==> src/audio_echo_delay_line_core_macros.svh <==
// Assertion helpers for the echo delay line core.
// Both macros assume clk_i and rst_ni in the enclosing module.
`ifndef AUDIO_ECHO_DELAY_LINE_CORE_MACROS_SVH
`define AUDIO_ECHO_DELAY_LINE_CORE_MACROS_SVH
`ifndef NO_ASSERTIONS
`define AEDL_ASSERT(lbl, prop) \
  lbl: assert property (@(posedge clk_i) disable iff (!rst_ni) prop) \
    else $error("aedl assertion failed");
`define AEDL_NEVER(lbl, expr) \
  `AEDL_ASSERT(lbl, !(expr))
`else
`define AEDL_ASSERT(lbl, prop)
`define AEDL_NEVER(lbl, expr)
`endif
`endif

==> src/aedl_pkg.sv <==
package aedl_pkg;

  localparam int unsigned LINE_DEPTH  = 65536;
  localparam int unsigned ADDR_W      = $clog2(LINE_DEPTH);
  localparam int unsigned BLOCK_SHIFT = 7;
  localparam int unsigned SAMPLE_W    = 16;
  localparam int unsigned DELAY_W     = 9;
  localparam int unsigned WEIGHT_W    = 16;
  localparam int unsigned MODE_W      = 2;
  localparam int unsigned Q15_ONE     = 32768;
  localparam int unsigned Q15_SHIFT   = 15;

  localparam int unsigned PIPE_STAGES = 4;
  localparam int unsigned INFL_W      = $clog2(PIPE_STAGES + 1);
  localparam int unsigned FIFO_DEPTH  = 8;
  localparam int unsigned FIFO_AW     = $clog2(FIFO_DEPTH);
  localparam int unsigned CNT_W       = $clog2(FIFO_DEPTH + 1);

  localparam logic [1:0] REG_DELAY  = 2'd0;
  localparam logic [1:0] REG_WEIGHT = 2'd1;
  localparam logic [1:0] REG_MODE   = 2'd2;

  localparam logic [MODE_W-1:0] MODE_BYPASS = 2'd0;
  localparam logic [MODE_W-1:0] MODE_FF     = 2'd1;
  localparam logic [MODE_W-1:0] MODE_FB     = 2'd2;

  localparam logic [DELAY_W-1:0]  DELAY_RST  = 9'd1;
  localparam logic [WEIGHT_W-1:0] WEIGHT_RST = 16'd16384;

  // per-item control carried down the mix pipeline
  typedef struct packed {
    logic signed [SAMPLE_W-1:0] dry;
    logic [MODE_W-1:0]          mode;
    logic [ADDR_W-1:0]          pos;
    logic                       first;   // item is in the first lap after reset
  } stage_t;

  typedef struct packed {
    logic                  valid;
    stage_t                st;
    logic [WEIGHT_W-1:0]   weight;       // already saturated to 1.0
    logic                  rd_ok;        // delayed entry has been written
  } req_t;

  typedef struct packed {
    logic                       valid;
    logic signed [SAMPLE_W-1:0] sample;
    logic                       we;
    logic [ADDR_W-1:0]          waddr;
    logic signed [SAMPLE_W-1:0] wdata;
  } res_t;

endpackage

==> src/aedl_ofifo.sv <==
module aedl_ofifo (
  input  logic                                 clk_i,
  input  logic                                 rst_ni,
  input  logic                                 push_i,
  input  logic [aedl_pkg::SAMPLE_W-1:0]        data_i,
  input  logic                                 pop_i,
  output logic                                 valid_o,
  output logic [aedl_pkg::SAMPLE_W-1:0]        data_o,
  output logic [aedl_pkg::CNT_W-1:0]           count_o
);

  logic [aedl_pkg::SAMPLE_W-1:0] buf_q [aedl_pkg::FIFO_DEPTH];
  logic [aedl_pkg::FIFO_AW-1:0]  wp_q, wp_d, rp_q, rp_d;
  logic [aedl_pkg::CNT_W-1:0]    cnt_q, cnt_d;
  logic                          pop;

  assign pop = pop_i & (cnt_q != '0);

  always_comb begin
    wp_d  = push_i ? wp_q + 1'b1 : wp_q;
    rp_d  = pop ? rp_q + 1'b1 : rp_q;
    cnt_d = cnt_q + aedl_pkg::CNT_W'(push_i) - aedl_pkg::CNT_W'(pop);
  end

  always_ff @(posedge clk_i or negedge rst_ni) begin
    if (!rst_ni) begin
      wp_q  <= '0;
      rp_q  <= '0;
      cnt_q <= '0;
    end else begin
      wp_q  <= wp_d;
      rp_q  <= rp_d;
      cnt_q <= cnt_d;
    end
  end

  always_ff @(posedge clk_i) begin
    if (push_i) begin
      buf_q[wp_q] <= data_i;
    end
  end

  assign valid_o = cnt_q != '0;
  assign data_o  = buf_q[rp_q];
  assign count_o = cnt_q;

endmodule

==> config.mk <==
export PLATFORM = sky130hd
export DESIGN_NAME = aedl_ofifo
export DESIGN_NICKNAME = d
export VERILOG_FILES = /design/src/audio_echo_delay_line_core_macros.svh /design/src/aedl_pkg.sv /design/src/aedl_ofifo.sv
export SDC_FILE = /design/constraint.sdc
export NUM_CORES = 1
export LEC_CHECK = 0
export BUFFER_PORTS_ARGS = -buffer_cell sky130_fd_sc_hd__buf_2
export CORE_ASPECT_RATIO = 1.75
export CORE_MARGIN = 1.5
export CORE_UTILIZATION = 53
export CTS_CLUSTER_SIZE = 24
export DETAILED_ROUTE_END_ITERATION = 8
export HOLD_SLACK_MARGIN = 0.08
export PLACE_DENSITY = 0.79
export SLEW_MARGIN = 20
export SYNTH_ARGS = -nofsm -noshare
export SYNTH_HDL_FRONTEND = slang
export SYNTH_SLANG_ARGS = --single-unit
==> constraint.sdc <==
create_clock -name clk_i -period 2.1 [get_ports clk_i]
set_input_delay 0.315 -clock clk_i [delete_from_list [all_inputs] [get_ports clk_i]]
set_output_delay 0.315 -clock clk_i [all_outputs]
set_load 0.05 [all_outputs]
# ---- Word level (Yosys, flattened, before mapping)
# Memory sizes are Yosys's and may differ from the RTL's.
# Index checks and enable logic that the tools add are counted.
dict set report word_totals {
  ram_bits 128
  memories 1
  word_cells 12
  output_inout_bits 21
  reg_bits 10
}
# memory words width rd rd_clocked_by_memory_dff wr line_no
set memory_table {}
lappend memory_table {buf_q 8 16 1 0 1 aedl_ofifo.sv:12} ;# logic [aedl_pkg::SAMPLE_W-1:0] buf_q [aedl_pkg::FIFO_DEPTH];
dict set report op_classes {
  addsub 4
  n_mux 2
  n_bitwise 1
  n_reduce_logical 1
}
# op count
set ops {}
lappend ops {{$add 3x1->3 const B} 2}
lappend ops {{$add 4x1->4} 1}
lappend ops {{$reduce_bool 4->1} 1}
lappend ops {{$sub 4x1->4} 1}
lappend ops {{$mux 1} 2}
lappend ops {{$and 1x1->1} 1}

# ---- Depth between registers and ports, before layout
dict set report depth {
  ltp_word 3
  ltp_mapped 11
  mapped_depth_nobuf 11
}

# ---- Worst setup path after synthesis
# No wires, ideal clock.
dict set report synth_path {
  path_kind {register to register}
  start {reg cnt_q, in the netlist count_o[2]}
  end {reg cnt_q, in the netlist count_o[2]}
  synth_period_minus_slack_ns 2.774
  path_buffers 0
  required_ns 1.977
  arrival_time_ns 2.652
  stages_incl_launch_ff 12
  path_slack_ns -0.674
  cell_sequence {dfrtp_1 > inv_1 > ha_1 > or3b_2 > nand2_1 > inv_1 > ha_1 > inv_1 > ha_1 > inv_1 > fa_1 > xnor2_1}
}
dict set report synth_between {
  elab_chain_cells 3
  elab_cells_between_ends 4
  classes_between {add/sub (2); bitwise (1); reduce/logical (1)}
}
# item line_no
set synth_lines {}
lappend synth_lines {{start, declared} aedl_ofifo.sv:14} ;# logic [aedl_pkg::CNT_W-1:0] cnt_q, cnt_d;
lappend synth_lines {{start signal, assigned} aedl_ofifo.sv:33} ;# cnt_q <= cnt_d;
lappend synth_lines {{$reduce_bool 4->1} -}
lappend synth_lines {{net valid_o} aedl_ofifo.sv:7} ;# output logic valid_o,
lappend synth_lines {{$and 1x1->1} aedl_ofifo.sv:17} ;# assign pop = pop_i & (cnt_q != '0);
lappend synth_lines {{net pop} aedl_ofifo.sv:15} ;# logic pop;
lappend synth_lines {{$sub 4x1->4} aedl_ofifo.sv:22} ;# cnt_d = cnt_q + aedl_pkg::CNT_W'(push_i) - aedl_pkg::CNT_W'(pop);
lappend synth_lines {{net cnt_d (one bit)} aedl_ofifo.sv:14}
# The timed path passes the listed nets, and every way through them passes these cells.
# A chain may end at the register's enable or synchronous reset.

# ---- Worst setup path after layout
dict set report layout_path {
  start {reg rp_q[0] (netlist name)}
  end {out data_o[11] (netlist name)}
}
dict set report layout_between {
  elab_chain_cells 1
}
# item line_no
set layout_lines {}
lappend layout_lines {{start, declared} aedl_ofifo.sv:13} ;# logic [aedl_pkg::FIFO_AW-1:0] wp_q, wp_d, rp_q, rp_d;
lappend layout_lines {{start signal, assigned} aedl_ofifo.sv:32} ;# rp_q <= rp_d;
lappend layout_lines {{$mem_v2 8x16} -}
lappend layout_lines {{end, declared} aedl_ofifo.sv:8} ;# output logic [aedl_pkg::SAMPLE_W-1:0] data_o,
# No other way between the ends.

==> flow_metrics.py <==
metrics = {
    "timing": {
        "period_needed_ns": 2.389,
        "max_freq_mhz": 418.5,
        "hold_ws_ns": 0.1605,
        "hold_viol": 0,
        "fin_setup_tns_ns": -4.045,
        "slew_viol_final": 0,
        "worst_slack_ns": -0.2894,
        "setup_viol": 17,
        "tightestPinTransition_ns": 0.5283,
        "rsz0062_at_grt": "yes",
        "timing.slew.headroom_pct": 64.65,
        "min_period_over_period_pct": 113.8,
        "clock_skew_ns": 0.007254,
    },
    "worst_setup_path": {
        "path_max_fanout": 10,
        "worstSetupPathType": "flop to primary output",
        "rrSetupSlack_ns": -0.06,
        "crit_path_end_kind": "primary output",
        "cp.arrival_ns": 2.07,
        "cp.required_ns": 1.78,
        "start_kind": "flop",
    },
    "global_routing": {
        "antenna_found_initial": 0,
        "grt.met1_usage_pct": 24.58,
        "grt_pass1_vias": 2785,
        "grt_overflow_total": 0,
        "grt_max_degree": 34,
        "grt_util_met3_pct": 6.954,
        "grt_pass1_wl_um": 15580,
        "busiest_layer": "met2",
        "grtUsageTotal_pct": 20.78,
        "grt_use_met2_pct": 34.56,
    },
    "clock_network": {
        "cts_buffer_depth": 2,
        "cts_buffers": 17,
        "cts_tree": "done",
        "cts-root-buf": "clkbuf_16",
        "clk_latency_ns": 0.42,
        "htreeDepth": 4,
        "cts.sinks": 138,
        "clk_pin_slew_ns": 0.06,
    },
    "floorplanning": {
        "start_util_pct": 54.82,
        "core-area_mm2": 0.009970,
        "die_area_mm2": 0.01095,
        "rows": 48,
        "die_h_um": 137.3,
        "die_x_um": 79.76,
        "ios": 41,
    },
    "cells_and_area": {
        "syn_to_final_growth_pct": 23.63,
        "diodes": 0,
        "fillers": 656,
        "fin_area_mm2": 0.006756,
        "fin_util_pct": 67.77,
        "fin_nets": 350,
        "layout-drive-gt1-share_pct": 48.36,
    },
    "place": {
        "finalWeightedCongestion": 0.7033,
        "io_buffers": 40,
        "hpwl_um": 6100,
        "post_dp_cell_area_mm2": 0.006048,
    },
    "power": {
        "powerDensity_mw_per_mm2": 1654,
        "fin_total_pwr_mw": 11.17,
        "leakage_nw": 2.397,
        "ir_drop_uv": 1176,
    },
    "drt": {
        "drtIter0Drc": 322,
        "finalWirelength_um": 10330,
        "drc": 0,
        "wl_per_cell_um": 22.46,
        "first_pass_iters": 4,
        "vias_per_cell": 5.693,
        "ant_nets": 0,
        "vias": 2619,
    },
    "synth": {
        "synth_fp_nets": 268,
        "syn_inst": 240,
        "yosysUniqueCellTypes": 20,
        "synth_area_mm2": 0.005465,
        "yosysSeqAreaShare_pct": 74.91,
        "ys_warn_count": 0,
        "syn_avg_cell_area_um2": 22.77,
        "ys_ff_latch": 138,
    },
    "job": {
        "max_cap_violations": 0,
    },
    "run_status": {
        "violations": "setup timing",
        "outcome": "finished, violations left",
    },
    "hold_path": {
        "hp-class": "primary input to flop",
    },
}
-- final timing paths --
kind,startpoint,to,cells past startpoint
worst min register to register,wp_q[2]$_DFFE_PN0P_,wp_q[2]$_DFFE_PN0P_,1
min in group asynchronous,rst_ni,count_o[3]$_DFF_PN0_,2
max in group asynchronous,rst_ni,rp_q[0]$_DFFE_PN0P_,2
worst max register to register,count_o[3]$_DFF_PN0_,count_o[1]$_DFF_PN0_,11
worst min-delay path,data_i[7],buf_q[5][7]$_DFFE_PP_,1
worst max-delay path,rp_q[0]$_DFFE_PN0P_,data_o[11],4
-- power by group --
group | total, mW | switching, mW | internal (mW)
logic | 4.63 | 2.54 | 2.10
clock network | 2.83 | 1.09 | 1.74
registers | 3.71 | 0.202 | 3.50
-- kinds of logic after synthesis --
family,synth area share (%)
xor gates and xnor gates,0.9615
adders and majority gates,1.969
DFF,74.91
buffers and inverters,1.854
and+or+nand+nor,1.465
muxes,18.61
AOI/OAI and AO/OA,0.2289
-- area by class of cell --
type                       instances  area [µm²]  share of cell area [%]
tap                              125       156.4                   2.315
clock buffer                      21       440.4                   6.519
multi-input combinational         83        1274                   18.85
sequential                       138        4098                   60.65
timing repair buffer              73       629.4                   9.315
inverter                           9       36.28                  0.5370
clock inverter                    11       122.6                   1.815
-- placed cells by master, fill, tap and decap left out, types with 5 or more instances in the layout --
cell,Yosys,final
dfrtp_1,10,7
mux4_1,25,5
nor2_1,6,6
edfxtp_1,128,128
buf_6,4,15
buf_2,0,23
clkbuf_16,0,17
buf_4,0,26
mux2_2,18,14
inv_2,0,5
mux4_2,7,27
-- worst max-delay path: stages, from the launching register on --
cell and delay, ns:
dfrtp_2 0.47, buf_12 0.18, mux4_1 0.57, mux2_2 0.29
buf_6 0.15
-- flip-flops by register name, summed over array words and instances (netlist names) --
register and count:
buf_q 128, count_o 4, rp_q 3, wp_q 3
-- metal layers --
layer,routed length [µm],vias up
li1,-,1145
met1,4032,1360
met2,5476,100
met3,629,14
met4,193,0
met5,0,-
-- per-stage QoR --
stage	cells	setup slack (ns)
after floorplan	240	-0.2765
after global placement	422	-0.01081
after detailed placement	422	-0.03600
after CTS	462	-0.3447
after global routing	460	-0.3304
final	460	-0.2894
-- repair_timing --
action / CTS / global route
gates resized for setup: 43 / 37
cloned: 2 / 0
endpoints found under the hold margin: 10 / 0
hold buffers: 1 / 0
setup endpoints to repair: 19 / 20
pin swaps: 2 / 2
buffers inserted: 5 / 1
-- cells in the mapped netlist --
library cell / count / area, µm²
edfxtp_1: 128 / 3844
nor2_1: 6 / 22.52
inv_1: 9 / 33.78
nand2_1: 4 / 15.01
a21o_1: 1 / 7.510
xnor2_1: 4 / 35.03
nand2b_1: 3 / 18.77
or3b_2: 1 / 8.760
xor2_1: 2 / 17.52
mux4_1: 25 / 656.9
ha_1: 7 / 87.58
nor3_1: 2 / 10.01
mux2_2: 18 / 202.7
buf_6: 4 / 45.04
dfrtp_1: 10 / 250.2
fa_1: 1 / 20.02
a21oi_1: 1 / 5.000
nand3_1: 1 / 5.000
mux4_2: 7 / 157.7
clkbuf_1: 6 / 22.52
Power figures use the tool's default switching activity.
